File: src/hdl/reply_slot_ring_matcher_top_macros.svh
// Assertion macros for the reply slot ring matcher.
// Used by reply_slot_ring_matcher_top; expects clk and rst_n in scope.
`ifndef REPLY_SLOT_RING_MATCHER_TOP_MACROS_SVH
`define REPLY_SLOT_RING_MATCHER_TOP_MACROS_SVH

`ifndef SYNTHESIS
// same-cycle implication
`define RSRM_ASSERT_IMP(lbl, ante, cons, msg) \
  lbl: assert property (@(posedge clk) disable iff (!rst_n) (ante) |-> (cons)) \
    else $error(msg);
// next-cycle implication
`define RSRM_ASSERT_NXT(lbl, ante, cons, msg) \
  lbl: assert property (@(posedge clk) disable iff (!rst_n) (ante) |=> (cons)) \
    else $error(msg);
`else
`define RSRM_ASSERT_IMP(lbl, ante, cons, msg)
`define RSRM_ASSERT_NXT(lbl, ante, cons, msg)
`endif

`endif

File: src/hdl/rsrm_pkg.sv
// Shared constants and types of the reply slot ring matcher.
// No dependencies.
package rsrm_pkg;

  // slot tags
  localparam logic [1:0] KIND_CMD   = 2'd0;
  localparam logic [1:0] KIND_REPLY = 2'd1;
  localparam logic [1:0] KIND_END   = 2'd2;

  // item commands
  localparam logic [2:0] CMD_BEGIN  = 3'd0;
  localparam logic [2:0] CMD_BYTE   = 3'd1;
  localparam logic [2:0] CMD_REPLY  = 3'd2;
  localparam logic [2:0] CMD_CLOSE  = 3'd3;
  localparam logic [2:0] CMD_RECV   = 3'd4;
  localparam logic [2:0] CMD_CANCEL = 3'd5;

  // result status
  localparam logic [1:0] STAT_OK   = 2'd0;
  localparam logic [1:0] STAT_FULL = 2'd1;
  localparam logic [1:0] STAT_IGN  = 2'd2;
  localparam logic [1:0] STAT_DROP = 2'd3;

  // one result item
  typedef struct packed {
    logic [1:0] status;
    logic [6:0] slot_index;
    logic       reply_valid;
    logic [7:0] reply_data;
    logic       unexpected_byte;
    logic       overrun;
  } rsrm_res_t;

endpackage

File: src/hdl/rsrm_ram.sv
// Generic single-write, single-read synchronous RAM with registered read.
// No dependencies.
module rsrm_ram #(
  parameter int WIDTH = 2,
  parameter int DEPTH = 512
) (
  input  logic                     clk,
  input  logic                     we,
  input  logic [$clog2(DEPTH)-1:0] waddr,
  input  logic [WIDTH-1:0]         wdata,
  input  logic [$clog2(DEPTH)-1:0] raddr,
  output logic [WIDTH-1:0]         rdata
);

  logic [WIDTH-1:0] mem [DEPTH];

  // write port and registered read port
  always_ff @(posedge clk) begin
    if (we) begin
      mem[waddr] <= wdata;
    end
    rdata <= mem[raddr];
  end

endmodule

File: src/hdl/reply_slot_ring_matcher_top.sv
// Reply slot ring matcher: per-port rings of slot tags in one RAM, sequenced FSM.
// Steps: begin, append and rejected items go from idle through dispatch to done;
// receive walks from the receive position; cancel reduces the slot, then walks back marking.
// Flow: one item in flight; a new item is taken only in idle, and done holds while a result waits.
// Reset: clearing pass sets every tag to command, 2**(PIW+PW) tags (512 by default), in_tready low.
// Depends on rsrm_pkg, rsrm_ram and reply_slot_ring_matcher_top_macros.svh.
`include "reply_slot_ring_matcher_top_macros.svh"

module reply_slot_ring_matcher_top
  import rsrm_pkg::*;
#(
  parameter int RING_DEPTH = 128,
  parameter int PORT_COUNT = 4
) (
  input  logic        clk,
  input  logic        rst_n,
  input  logic        in_tvalid,
  output logic        in_tready,
  input  logic [23:0] in_tdata,   // port[1:0], data[9:2], slot[16:10], zero[23:17]
  input  logic [2:0]  in_tuser,   // cmd[2:0]
  output logic        out_tvalid,
  input  logic        out_tready,
  output logic [23:0] out_tdata,  // slot_index[6:0], reply_valid[7], reply_data[15:8],
                                  // unexpected_byte[16], overrun[17], zero[23:18]
  output logic [1:0]  out_tuser   // status[1:0]
);

  localparam int PW   = $clog2(RING_DEPTH);
  localparam int PIW  = (PORT_COUNT > 1) ? $clog2(PORT_COUNT) : 1;
  localparam int NP   = 1 << PIW;
  localparam int AW   = PIW + PW;
  localparam int SKW  = $clog2(RING_DEPTH + 1);
  localparam logic [PW-1:0]  LAST   = PW'(RING_DEPTH - 1);
  localparam logic [6:0]     DEPTH7 = 7'(RING_DEPTH);
  localparam logic [SKW-1:0] SKIPS  = SKW'(RING_DEPTH);

  // state codes
  localparam logic [3:0] ST_CLR     = 4'd0;
  localparam logic [3:0] ST_IDLE    = 4'd1;
  localparam logic [3:0] ST_DISP    = 4'd2;
  localparam logic [3:0] ST_RX_CHK  = 4'd3;
  localparam logic [3:0] ST_RSY_CHK = 4'd4;
  localparam logic [3:0] ST_CAN_MOD = 4'd5;
  localparam logic [3:0] ST_CAN_CHK = 4'd6;
  localparam logic [3:0] ST_DONE    = 4'd7;

  logic [3:0] state_r, state_nxt;
  logic [AW-1:0] clr_r, clr_nxt;

  // latched item
  logic [2:0] cmd_r, cmd_nxt;
  logic [1:0] port_r, port_nxt;
  logic [7:0] data_r, data_nxt;
  logic [6:0] slot_r, slot_nxt;

  // walk state
  logic [SKW-1:0] skip_r, skip_nxt;
  logic [6:0]     red_r, red_nxt;
  logic [PW-1:0]  walk_r, walk_nxt;

  rsrm_res_t res_r, res_nxt;
  rsrm_res_t out_r, out_nxt;
  logic      out_valid_r, out_valid_nxt;

  // per-port pointers
  logic [PW-1:0] tx_pos_r [NP];
  logic [PW-1:0] tx_pos_nxt [NP];
  logic [PW-1:0] rx_pos_r [NP];
  logic [PW-1:0] rx_pos_nxt [NP];
  logic [PW-1:0] sv_pos_r [NP];
  logic [PW-1:0] sv_pos_nxt [NP];
  logic [7:0]    tx_lap_r [NP];
  logic [7:0]    tx_lap_nxt [NP];
  logic [7:0]    rx_lap_r [NP];
  logic [7:0]    rx_lap_nxt [NP];
  logic [7:0]    sv_lap_r [NP];
  logic [7:0]    sv_lap_nxt [NP];
  logic          failed_r [NP];
  logic          failed_nxt [NP];

  // tag RAM
  logic          ram_we;
  logic [AW-1:0] ram_waddr;
  logic [1:0]    ram_wdata;
  logic [AW-1:0] ram_raddr;
  logic [1:0]    ram_rdata;

  rsrm_ram #(
    .WIDTH (2),
    .DEPTH (1 << AW)
  ) u_tags (
    .clk   (clk),
    .we    (ram_we),
    .waddr (ram_waddr),
    .wdata (ram_wdata),
    .raddr (ram_raddr),
    .rdata (ram_rdata)
  );

  // current port view
  logic [PIW-1:0] pidx;
  logic           port_bad;
  logic [PW-1:0]  cur_tx, cur_rx, adv_pos, tx_np, nw;
  logic [7:0]     cur_tlap, cur_rlap, adv_lap, tx_nl;
  logic           adv_over, do_adv;
  logic [SKW-1:0] skip_inc;
  logic [1:0]     app_kind;

  assign pidx     = PIW'(port_r);
  assign port_bad = int'(port_r) >= PORT_COUNT;
  assign cur_tx   = tx_pos_r[pidx];
  assign cur_rx   = rx_pos_r[pidx];
  assign cur_tlap = tx_lap_r[pidx];
  assign cur_rlap = rx_lap_r[pidx];

  // receive advance and overrun test
  assign adv_pos  = (cur_rx == LAST) ? '0 : cur_rx + 1'b1;
  assign adv_lap  = (cur_rx == LAST) ? cur_rlap + 8'd1 : cur_rlap;
  assign adv_over = ((adv_lap == cur_tlap) && (adv_pos > cur_tx)) || (adv_lap > cur_tlap);

  // transmit advance
  assign tx_np = (cur_tx == LAST) ? '0 : cur_tx + 1'b1;
  assign tx_nl = (cur_tx == LAST) ? cur_tlap + 8'd1 : cur_tlap;

  assign skip_inc = skip_r + 1'b1;
  assign nw       = (walk_r == '0) ? LAST : walk_r - 1'b1;

  // tag appended for each transmit command
  always_comb begin
    unique case (cmd_r)
      CMD_REPLY: app_kind = KIND_REPLY;
      CMD_CLOSE: app_kind = KIND_END;
      default:   app_kind = KIND_CMD;
    endcase
  end

  // sequencer
  always_comb begin
    state_nxt     = state_r;
    clr_nxt       = clr_r;
    cmd_nxt       = cmd_r;
    port_nxt      = port_r;
    data_nxt      = data_r;
    slot_nxt      = slot_r;
    skip_nxt      = skip_r;
    red_nxt       = red_r;
    walk_nxt      = walk_r;
    res_nxt       = res_r;
    out_nxt       = out_r;
    out_valid_nxt = out_valid_r && !out_tready;
    tx_pos_nxt    = tx_pos_r;
    rx_pos_nxt    = rx_pos_r;
    sv_pos_nxt    = sv_pos_r;
    tx_lap_nxt    = tx_lap_r;
    rx_lap_nxt    = rx_lap_r;
    sv_lap_nxt    = sv_lap_r;
    failed_nxt    = failed_r;
    ram_we        = 1'b0;
    ram_waddr     = {pidx, cur_rx};
    ram_wdata     = KIND_END;
    ram_raddr     = {pidx, cur_rx};
    do_adv        = 1'b0;

    unique case (state_r)
      ST_CLR: begin
        ram_we    = 1'b1;
        ram_waddr = clr_r;
        ram_wdata = KIND_CMD;
        if (clr_r == '1) begin
          state_nxt = ST_IDLE;
        end else begin
          clr_nxt = clr_r + 1'b1;
        end
      end

      ST_IDLE: begin
        if (in_tvalid) begin
          cmd_nxt   = in_tuser;
          port_nxt  = in_tdata[1:0];
          data_nxt  = in_tdata[9:2];
          slot_nxt  = in_tdata[16:10];
          skip_nxt  = '0;
          res_nxt   = '0;
          state_nxt = ST_DISP;
        end
      end

      ST_DISP: begin
        state_nxt = ST_DONE;
        if (port_bad) begin
          res_nxt.status = STAT_IGN;
        end else begin
          unique case (cmd_r) inside
            CMD_BEGIN: begin
              sv_pos_nxt[pidx]   = cur_tx;
              sv_lap_nxt[pidx]   = cur_tlap;
              failed_nxt[pidx]   = 1'b0;
              res_nxt.slot_index = 7'(cur_tx);
            end
            CMD_BYTE, CMD_REPLY, CMD_CLOSE: begin
              res_nxt.slot_index = 7'(cur_tx);
              if (failed_r[pidx]) begin
                res_nxt.status = STAT_IGN;
              end else begin
                ram_we    = 1'b1;
                ram_waddr = {pidx, cur_tx};
                ram_wdata = app_kind;
                // ring full: roll back to the saved position
                if (tx_np == cur_rx) begin
                  tx_pos_nxt[pidx] = sv_pos_r[pidx];
                  tx_lap_nxt[pidx] = sv_lap_r[pidx];
                  failed_nxt[pidx] = 1'b1;
                  res_nxt.status   = STAT_FULL;
                end else begin
                  tx_pos_nxt[pidx] = tx_np;
                  tx_lap_nxt[pidx] = tx_nl;
                end
              end
            end
            CMD_RECV: begin
              ram_raddr = {pidx, cur_rx};
              state_nxt = ST_RX_CHK;
            end
            CMD_CANCEL: begin
              red_nxt   = slot_r;
              state_nxt = ST_CAN_MOD;
            end
            default: begin
              res_nxt.status = STAT_IGN;
            end
          endcase
        end
      end

      // match the byte to the tag at the receive position
      ST_RX_CHK: begin
        ram_raddr = {pidx, adv_pos};
        case (ram_rdata)
          KIND_CMD: begin
            ram_we = 1'b1;
            do_adv = 1'b1;
            if (data_r != 8'd0) begin
              res_nxt.unexpected_byte = 1'b1;
              state_nxt               = ST_RSY_CHK;
            end else begin
              res_nxt.slot_index = 7'(cur_rx);
              state_nxt          = ST_DONE;
            end
          end
          KIND_REPLY: begin
            ram_we              = 1'b1;
            do_adv              = 1'b1;
            res_nxt.slot_index  = 7'(cur_rx);
            res_nxt.reply_valid = 1'b1;
            res_nxt.reply_data  = data_r;
            state_nxt           = ST_DONE;
          end
          default: begin
            // end slot: skip, bounded to one lap
            do_adv   = 1'b1;
            skip_nxt = skip_inc;
            if (skip_inc == SKIPS) begin
              res_nxt.status     = STAT_DROP;
              res_nxt.slot_index = 7'(adv_pos);
              state_nxt          = ST_DONE;
            end
          end
        endcase
      end

      // resync: mark slots end up to and including the next end mark
      ST_RSY_CHK: begin
        ram_raddr = {pidx, adv_pos};
        do_adv    = 1'b1;
        if (ram_rdata != KIND_END) begin
          ram_we = 1'b1;
        end else begin
          res_nxt.slot_index = 7'(cur_rx);
          state_nxt          = ST_DONE;
        end
      end

      // reduce the cancel slot into the ring
      ST_CAN_MOD: begin
        if (int'(red_r) >= RING_DEPTH) begin
          red_nxt = red_r - DEPTH7;
        end else begin
          walk_nxt           = PW'(red_r);
          res_nxt.slot_index = red_r;
          ram_raddr          = {pidx, PW'(red_r)};
          state_nxt          = ST_CAN_CHK;
        end
      end

      // walk backward marking slots end
      ST_CAN_CHK: begin
        ram_raddr = {pidx, nw};
        if (ram_rdata != KIND_END) begin
          ram_we    = 1'b1;
          ram_waddr = {pidx, walk_r};
          walk_nxt  = nw;
        end else begin
          state_nxt = ST_DONE;
        end
      end

      ST_DONE: begin
        if (!out_valid_r || out_tready) begin
          out_nxt       = res_r;
          out_valid_nxt = 1'b1;
          state_nxt     = ST_IDLE;
        end
      end

      default: begin
        state_nxt = ST_IDLE;
      end
    endcase

    // apply one receive advance
    if (do_adv) begin
      rx_pos_nxt[pidx] = adv_pos;
      rx_lap_nxt[pidx] = adv_lap;
      res_nxt.overrun  = res_r.overrun | adv_over;
    end
  end

  // registers
  always_ff @(posedge clk) begin
    if (!rst_n) begin
      state_r     <= ST_CLR;
      clr_r       <= '0;
      out_valid_r <= 1'b0;
      for (int i = 0; i < NP; i++) begin
        tx_pos_r[i] <= '0;
        rx_pos_r[i] <= '0;
        sv_pos_r[i] <= '0;
        tx_lap_r[i] <= '0;
        rx_lap_r[i] <= '0;
        sv_lap_r[i] <= '0;
        failed_r[i] <= 1'b0;
      end
    end else begin
      state_r     <= state_nxt;
      clr_r       <= clr_nxt;
      out_valid_r <= out_valid_nxt;
      tx_pos_r    <= tx_pos_nxt;
      rx_pos_r    <= rx_pos_nxt;
      sv_pos_r    <= sv_pos_nxt;
      tx_lap_r    <= tx_lap_nxt;
      rx_lap_r    <= rx_lap_nxt;
      sv_lap_r    <= sv_lap_nxt;
      failed_r    <= failed_nxt;
    end
    cmd_r  <= cmd_nxt;
    port_r <= port_nxt;
    data_r <= data_nxt;
    slot_r <= slot_nxt;
    skip_r <= skip_nxt;
    red_r  <= red_nxt;
    walk_r <= walk_nxt;
    res_r  <= res_nxt;
    out_r  <= out_nxt;
  end

  // ports
  assign in_tready  = (state_r == ST_IDLE);
  assign out_tvalid = out_valid_r;
  assign out_tdata  = {6'd0, out_r.overrun, out_r.unexpected_byte, out_r.reply_data,
                       out_r.reply_valid, out_r.slot_index};
  assign out_tuser  = out_r.status;

  // checks
  `RSRM_ASSERT_NXT(a_accept_dispatch, in_tvalid && in_tready, state_r == ST_DISP, "accepted transfer not dispatched")
  `RSRM_ASSERT_IMP(a_walk_no_collision, ram_we && (state_r == ST_RX_CHK || state_r == ST_RSY_CHK || state_r == ST_CAN_CHK), ram_waddr != ram_raddr, "tag read and write collide in a walk")
  `RSRM_ASSERT_IMP(a_skip_bound, state_r == ST_RX_CHK, int'(skip_r) < RING_DEPTH, "skip walk ran past one lap")
  `RSRM_ASSERT_IMP(a_reply_consistent, out_tvalid && out_tdata[7], (out_tuser == STAT_OK) && !out_tdata[16], "reply with bad status or unexpected flag")

endmodule
File: config.mk
export PLATFORM = sky130hd
export DESIGN_NAME = reply_slot_ring_matcher_top
export DESIGN_NICKNAME = d
export VERILOG_FILES = /design/src/hdl/rsrm_pkg.sv /design/src/hdl/rsrm_ram.sv /design/src/hdl/reply_slot_ring_matcher_top.sv
export VERILOG_INCLUDE_DIRS = /design/src /design/src/hdl
export SDC_FILE = /design/constraint.sdc
export NUM_CORES = 2
export LEC_CHECK = 0
export ABC_AREA = 1
export BUFFER_PORTS_ARGS = -buffer_cell sky130_fd_sc_hd__buf_2
export CORE_MARGIN = 3
export CORE_UTILIZATION = 40
export CTS_BUF_LIST = sky130_fd_sc_hd__clkbuf_8
export CTS_CLUSTER_DIAMETER = 120
export DETAILED_ROUTE_END_ITERATION = 7
export SETUP_SLACK_MARGIN = 0.2
export SLEW_MARGIN = 0
export SYNTH_ARGS = -nofsm -noshare
export SYNTH_HDL_FRONTEND = slang
export SYNTH_SLANG_ARGS = --single-unit
File: constraint.sdc
create_clock -name clk -period 96.6 [get_ports clk]
set_clock_uncertainty 0.05 [all_clocks]
set_input_delay 4.83 -clock clk [delete_from_list [all_inputs] [get_ports clk]]
set_output_delay 4.83 -clock clk [all_outputs]
set_load 0.01 [all_outputs]
# Yosys cells after proc, flatten, opt, wreduce, memory -nomap -nowiden
# Memory sizes are Yosys's and may differ from the RTL's. A register that Yosys moved wholly into a read port is not among the register bits.
# Index checks and enable logic that the tools add are counted.
# totals
register_bits	280
latchBits	0
mem_bits_rw	1024
mem_bits_ro	0
in_bits	31
output_inout_bits	28
wordCells	243
n_memories	1
# mem_list
name	depth	word_bits	rd	rd_clocked_by_memory_dff	write_ports	line_no	source
u_tags.mem	512	2	1	1	1	rsrm_ram.sv:15	logic [WIDTH-1:0] mem [DEPTH];
# op_classes
addsub	7
multipliers	0
n_div	0
order_cmp	4
eq_ne	38
n_shift	0
n_mux	96
bitwise_logic	7
reduce_logical	40
# op_table
cell	n
$bwmux 32	4
$mux 7	17
$bwmux 28	4
$mux 8	11
$bmux 8 s2	3
$bmux 7 s2	3
$pmux 7 s5	1
$mux 32	1
$mux 28	1
$mux 4	7
$ne 2x2->1 const B	14
$pmux 4 s7	1
$pmux 7 s2	2
$pmux 9 s3	1
$add 8x1->8 const B	3
$pmux 7 s3	1
$mux 20	1
$pmux 10 s2	1
$mux 9	2
$demux 8 s2	1
$eq 4x3->1 const B	4
$mux 1	16
$pmux 4 s2	2
$pmux 8 s2	1
other kinds (55)	90

# Longest topological paths before layout
# logic_depth
ltp_word	11
ltp_mapped	24
ltp_nobuf	23

# Modules after synthesis
# Synthesis repeated with hierarchy kept, for this count alone.
# hier_totals
hier_cells	5819
area_unflattened_um2	57971.8
# by_module_without_submodules
module	n_inst	cells_per_inst	area_each_um2	seq_area_each_um2
rsrm_ram	1	4013	43859.6	30789.5
reply_slot_ring_matcher_top	1	1806	14112.3	6406.1

# Worst setup path after synthesis
# Ideal clock, no wire load.
# synth_timing
path_type	register -> register
start	register state_r[2]
end	memory u_tags.mem[0][0], data pin
setup_time_ns	5.405
arrival_ns	28.044
t_required_ns	91.145
path_slack_ns	63.101
path_stages_with_launch	7
n_path_buf	1
synth_period_minus_slack_ns	33.499
path_cell_list	dfxtp_1 inv_1 nand2_1 nor2_2 inv_1 clkbuf_1 nor4_1
# synth_between
elab_chain_len	2
word_cells_on_any_way	3
cone_classes	eq/ne (1); mux (1); reduce/logical (1)
# synth_rtl
element	line_no	source
start, declared	reply_slot_ring_matcher_top.sv:47	logic [3:0] state_r, state_nxt;
start signal, assigned	reply_slot_ring_matcher_top.sv:344	state_r <= state_nxt;
$eq 4x2->1 or $logic_not 4->1 (tied branches)	reply_slot_ring_matcher_top.sv:164	unique case (state_r)
$pmux 2 s2 (*)	reply_slot_ring_matcher_top.sv:164	
via ram_wdata[0]	reply_slot_ring_matcher_top.sv:84	logic [1:0] ram_wdata;
end, declared	rsrm_ram.sv:15	
# Mark *: on every way through the listed nets, which the timed path passes. The rest lies on a longest branch.

# Worst setup path after layout
# layout_timing
start	register port_r[1], in the netlist pidx[1]
end	register u_tags.rdata[0], read port of u_tags.mem
# layout_between
elab_chain_len	7
word_cells_on_any_way	8
cone_classes	add/sub (1); eq/ne (1); mux (5); bitwise (1)
# layout_rtl
element	line_no	source
start, declared	reply_slot_ring_matcher_top.sv:52	logic [1:0] port_r, port_nxt;
start signal, assigned	reply_slot_ring_matcher_top.sv:356	port_r <= port_nxt;
$not 2->3 (implied by the code)	reply_slot_ring_matcher_top.sv:112	assign cur_rx = rx_pos_r[pidx];
$bmux 7 s2	reply_slot_ring_matcher_top.sv:112	
$mux 7 (implied by the code) (2 in a row)	reply_slot_ring_matcher_top.sv:112	
$add 7x1->7 or $eq 7x7->1 (tied branches)	reply_slot_ring_matcher_top.sv:117	assign adv_pos = (cur_rx == LAST) ? '0 : cur_rx + 1'b1;
$mux 7	reply_slot_ring_matcher_top.sv:117	
$pmux 7 s3	reply_slot_ring_matcher_top.sv:164	
end, declared	rsrm_ram.sv:12	output logic [WIDTH-1:0] rdata
# Several ways; a longest one is shown, not always the timed one. The select of a mux whose other input is x is not followed.
# A chain may end at the register's enable or synchronous reset.

==> reports/metrics.cfg <==
[outcome]
status = complete, no violations

[route]
routed_wl_mm = 160
via_count = 43000
drt-initial-drc-count = 4115
drc = 0
wl_met1_mm = 67.7
firstDrtPassIters = 6
highest_layer = met4
wl_met3_mm = 11.5
ant_nets = 0
met2WireLength_mm = 75.4
via_per_inst = 5.59
wl_per_cell_um = 20.8

[floorplan]
rows = 138
core_area_mm2 = 0.143
ios = 59
die_w_um = 387
die_y_um = 387
dieArea_mm2 = 0.149
start_util_pct = 40.6

[final_layout]
drive_above_1_share_pct = 8.61
fin_nets = 5684
finalNonFillerCells = 7696
fin_util_pct = 44.4
synthToLayoutAreaGrowth_pct = 9.35

[min_path]
hold_path_class = reg -> reg
hold_depth = 0
hold_path_startpoint = res_r[7]

[critical_path]
crit_path_end = u_tags.rdata[0]
cp_max_fo = 104
crit_buf_inv = 6
crit_cells = 21
r2r_slack_ps = 89270
path_cells = inv_2, nand2_1, nand2_1, inv_1, nand2_8, nand2_4, buf_4, buf_4, buf_4, nand2_1, nand3_1, nand3_1, nand3_1, nand3_1, nand3_1, nand3_1, nand2_1, nand2_1, nand2_1, inv_1, nand2_1
crit_family = buffers and inverters
slowest_stage = buf_4
crit_path_frequent_cell = nand2_1
crit_type = reg -> reg
crit_path_start = pidx[1]
rr_endpoint = u_tags.rdata[0]
rr_worst_depth = 21
start_kind = flop
cp-end-kind = flop
max_stage_delay_ps = 1000
cp.arrival_ps = 8110
r2r-start = pidx[1]
cp.required_ps = 97390

[synth]
synthArstFlopShare_pct = 0
yosysTopAreaCell = edfxtp_1
syn_area_mm2 = 0.0579
synth_commonest_cells = nand3_1 (1607), edfxtp_1 (1106), nand2_1 (854)
synth_most_common_cell = nand3_1
syn-instance-count = 5727
synth_top_area_share_pct = 57.3
synth.top_cells.by_area = edfxtp_1 (57%), nand3_1 (14%), dfxtp_1 (6.9%), nand2_1 (5.5%), nor2_1 (4.1%)
synth-seq-area-share_pct = 64.2
ys_ff_latch = 1305
ys_warn_count = 0
synth_edf_count = 1106
synthFlopType = edfxtp_1
ys_types = 58
syn_avg_cell_area_um2 = 10.1

[timing]
max_freq_ghz = 0.136
relSlewSlack_pct = 22.7
post-route-period-util_pct = 7.58
worstMarginPinSlew_ps = 1160
whs_ps = 364
hold_violations = 0
fin_crit_ps = 7330
drv_slew = 0
tns_ps = 0
finalSetupViolCount = 0
rsz0062_at_grt = false

[clocking]
clock_sinks = 1305
insertion_delay_ps = 930
numCtsBuffers = 211
root_buffer = clkbuf_8
cts_hold_buf = 0
clock_path_buffers = 3
post_cts_resized = 0
clk_pin_slew_ps = 60
cts_max_level = 4
cts_tree = done
post-cts-setup-buffers = 0

[power_and_ir_drop]
p_leak_nw = 22.8
ir_worst_vdd_mv = 0.0422
cellPowerDensity_mw_per_mm2 = 29.3
total_power_mw = 1.85

[grt]
grt_pass1_wl_mm = 243
grt_pass1_vias = 41700
grt_max_degree = 223
gr-total-overflow = 0
antenna_found_initial = 2
grt_usage_pct = 20.9

[placed_design]
dp_hpwl_mm = 83.4
place_inst = 7307
portBuffers = 45
gp_congestion = 0.909

[run]
drv_cap = 0

## worst min path at each step
stage / slack (ps) / endpoint
after global placement: 350 / out_tdata[10]
after global routing: 370 / out_tdata[13]
after floorplan: 350 / out_tdata[0]
after CTS: 360 / out_tdata[13]
final: 360 / out_tdata[13]
after detailed placement: 350 / out_tdata[9]
## cell type report
type                            count  area (um^2)
Timing Repair Buffer              126          886
Multi-Input combinational cell   3724        17800
Tap cell                         1890         2360
Antenna cell                        1         2.50
Clock buffer                      221         3040
Clock inverter                    167         1040
Inverter                          262          991
Sequential cell                  1305        37200
Fill cell                       13600        79300
## metrics by stage
step	cell area (um^2)	worst slack, ps
after floorplan	57900	63100
after CTS	63300	89220
after global placement	59200	89440
final	63300	89270
after global routing	63300	88820
after detailed placement	59200	89310
## report_power, final
group	internal, mW	switching (mW)
sequential	0.676	0.00721
combinational	0.166	0.540
clock	0.242	0.223
total	1.08	0.770
## worst reg2reg max path, delay by kind of cell, from the launching register on
family        cells  cell delay [ps]
flops             1              880
simple gates     15             2990
buf+inv           6             3310
## logic make-up after synthesis
| kind of cell | share of synthesized area [%] |
|---|---|
| AND/OR/NAND/NOR | 24.8 |
| flip-flops | 64.2 |
| buffers and inverters | 5.30 |
| AO/OA/AOI/OAI | 4.83 |
| adder cells (fa/ha/maj) | 0.497 |
| XOR/XNOR | 0.298 |
| other | 0.00648 |
## layer usage
metal,vias up,GRT usage [%]
li1,20000,-
met1,21000,28.1
met2,1676,34.5
met3,322,3.06
met4,0,7.77
met5,-,0
## flip-flops by register name (all words and copies together), names as in the netlist, 3 cells and up, named ones only
name        count
clr_r           9
sv_pos_r       28
u_tags.mem   1024
state_r         3
cmd_r           3
rx_lap_r       32
walk_r          7
sv_lap_r       32
out_tdata      18
tx_lap_r       32
red_r           7
skip_r          8
slot_r          7
tx_pos_r       28
data_r          8
rx_pos_r       28
res_r          20
## layout by cell type (no fill, tap or decap), types with 5 or more instances in the layout
cell	n
nand2_4	5
edfxtp_1	1106
o22ai_1	15
dfxtp_1	199
a22oi_1	14
o21a_1	28
xor2_1	11
clkinv_2	21
xnor2_1	5
inv_1	317
nand2_2	35
or2_4	12
nor3_1	12
clkinv_1	58
nor2_2	8
nor2_4	6
clkbuf_8	221
ha_1	23
nand3_1	1606
bufinv_16	11
nand2_1	836
a21oi_1	189
buf_2	44
o21ai_2	6
nor2_1	637
conb_1	6
inv_2	11
buf_4	78
a221oi_1	21
o21ai_0	153
nand4_1	14
a22o_1	14
No activity file was read; power rests on OpenSTA's default activity.
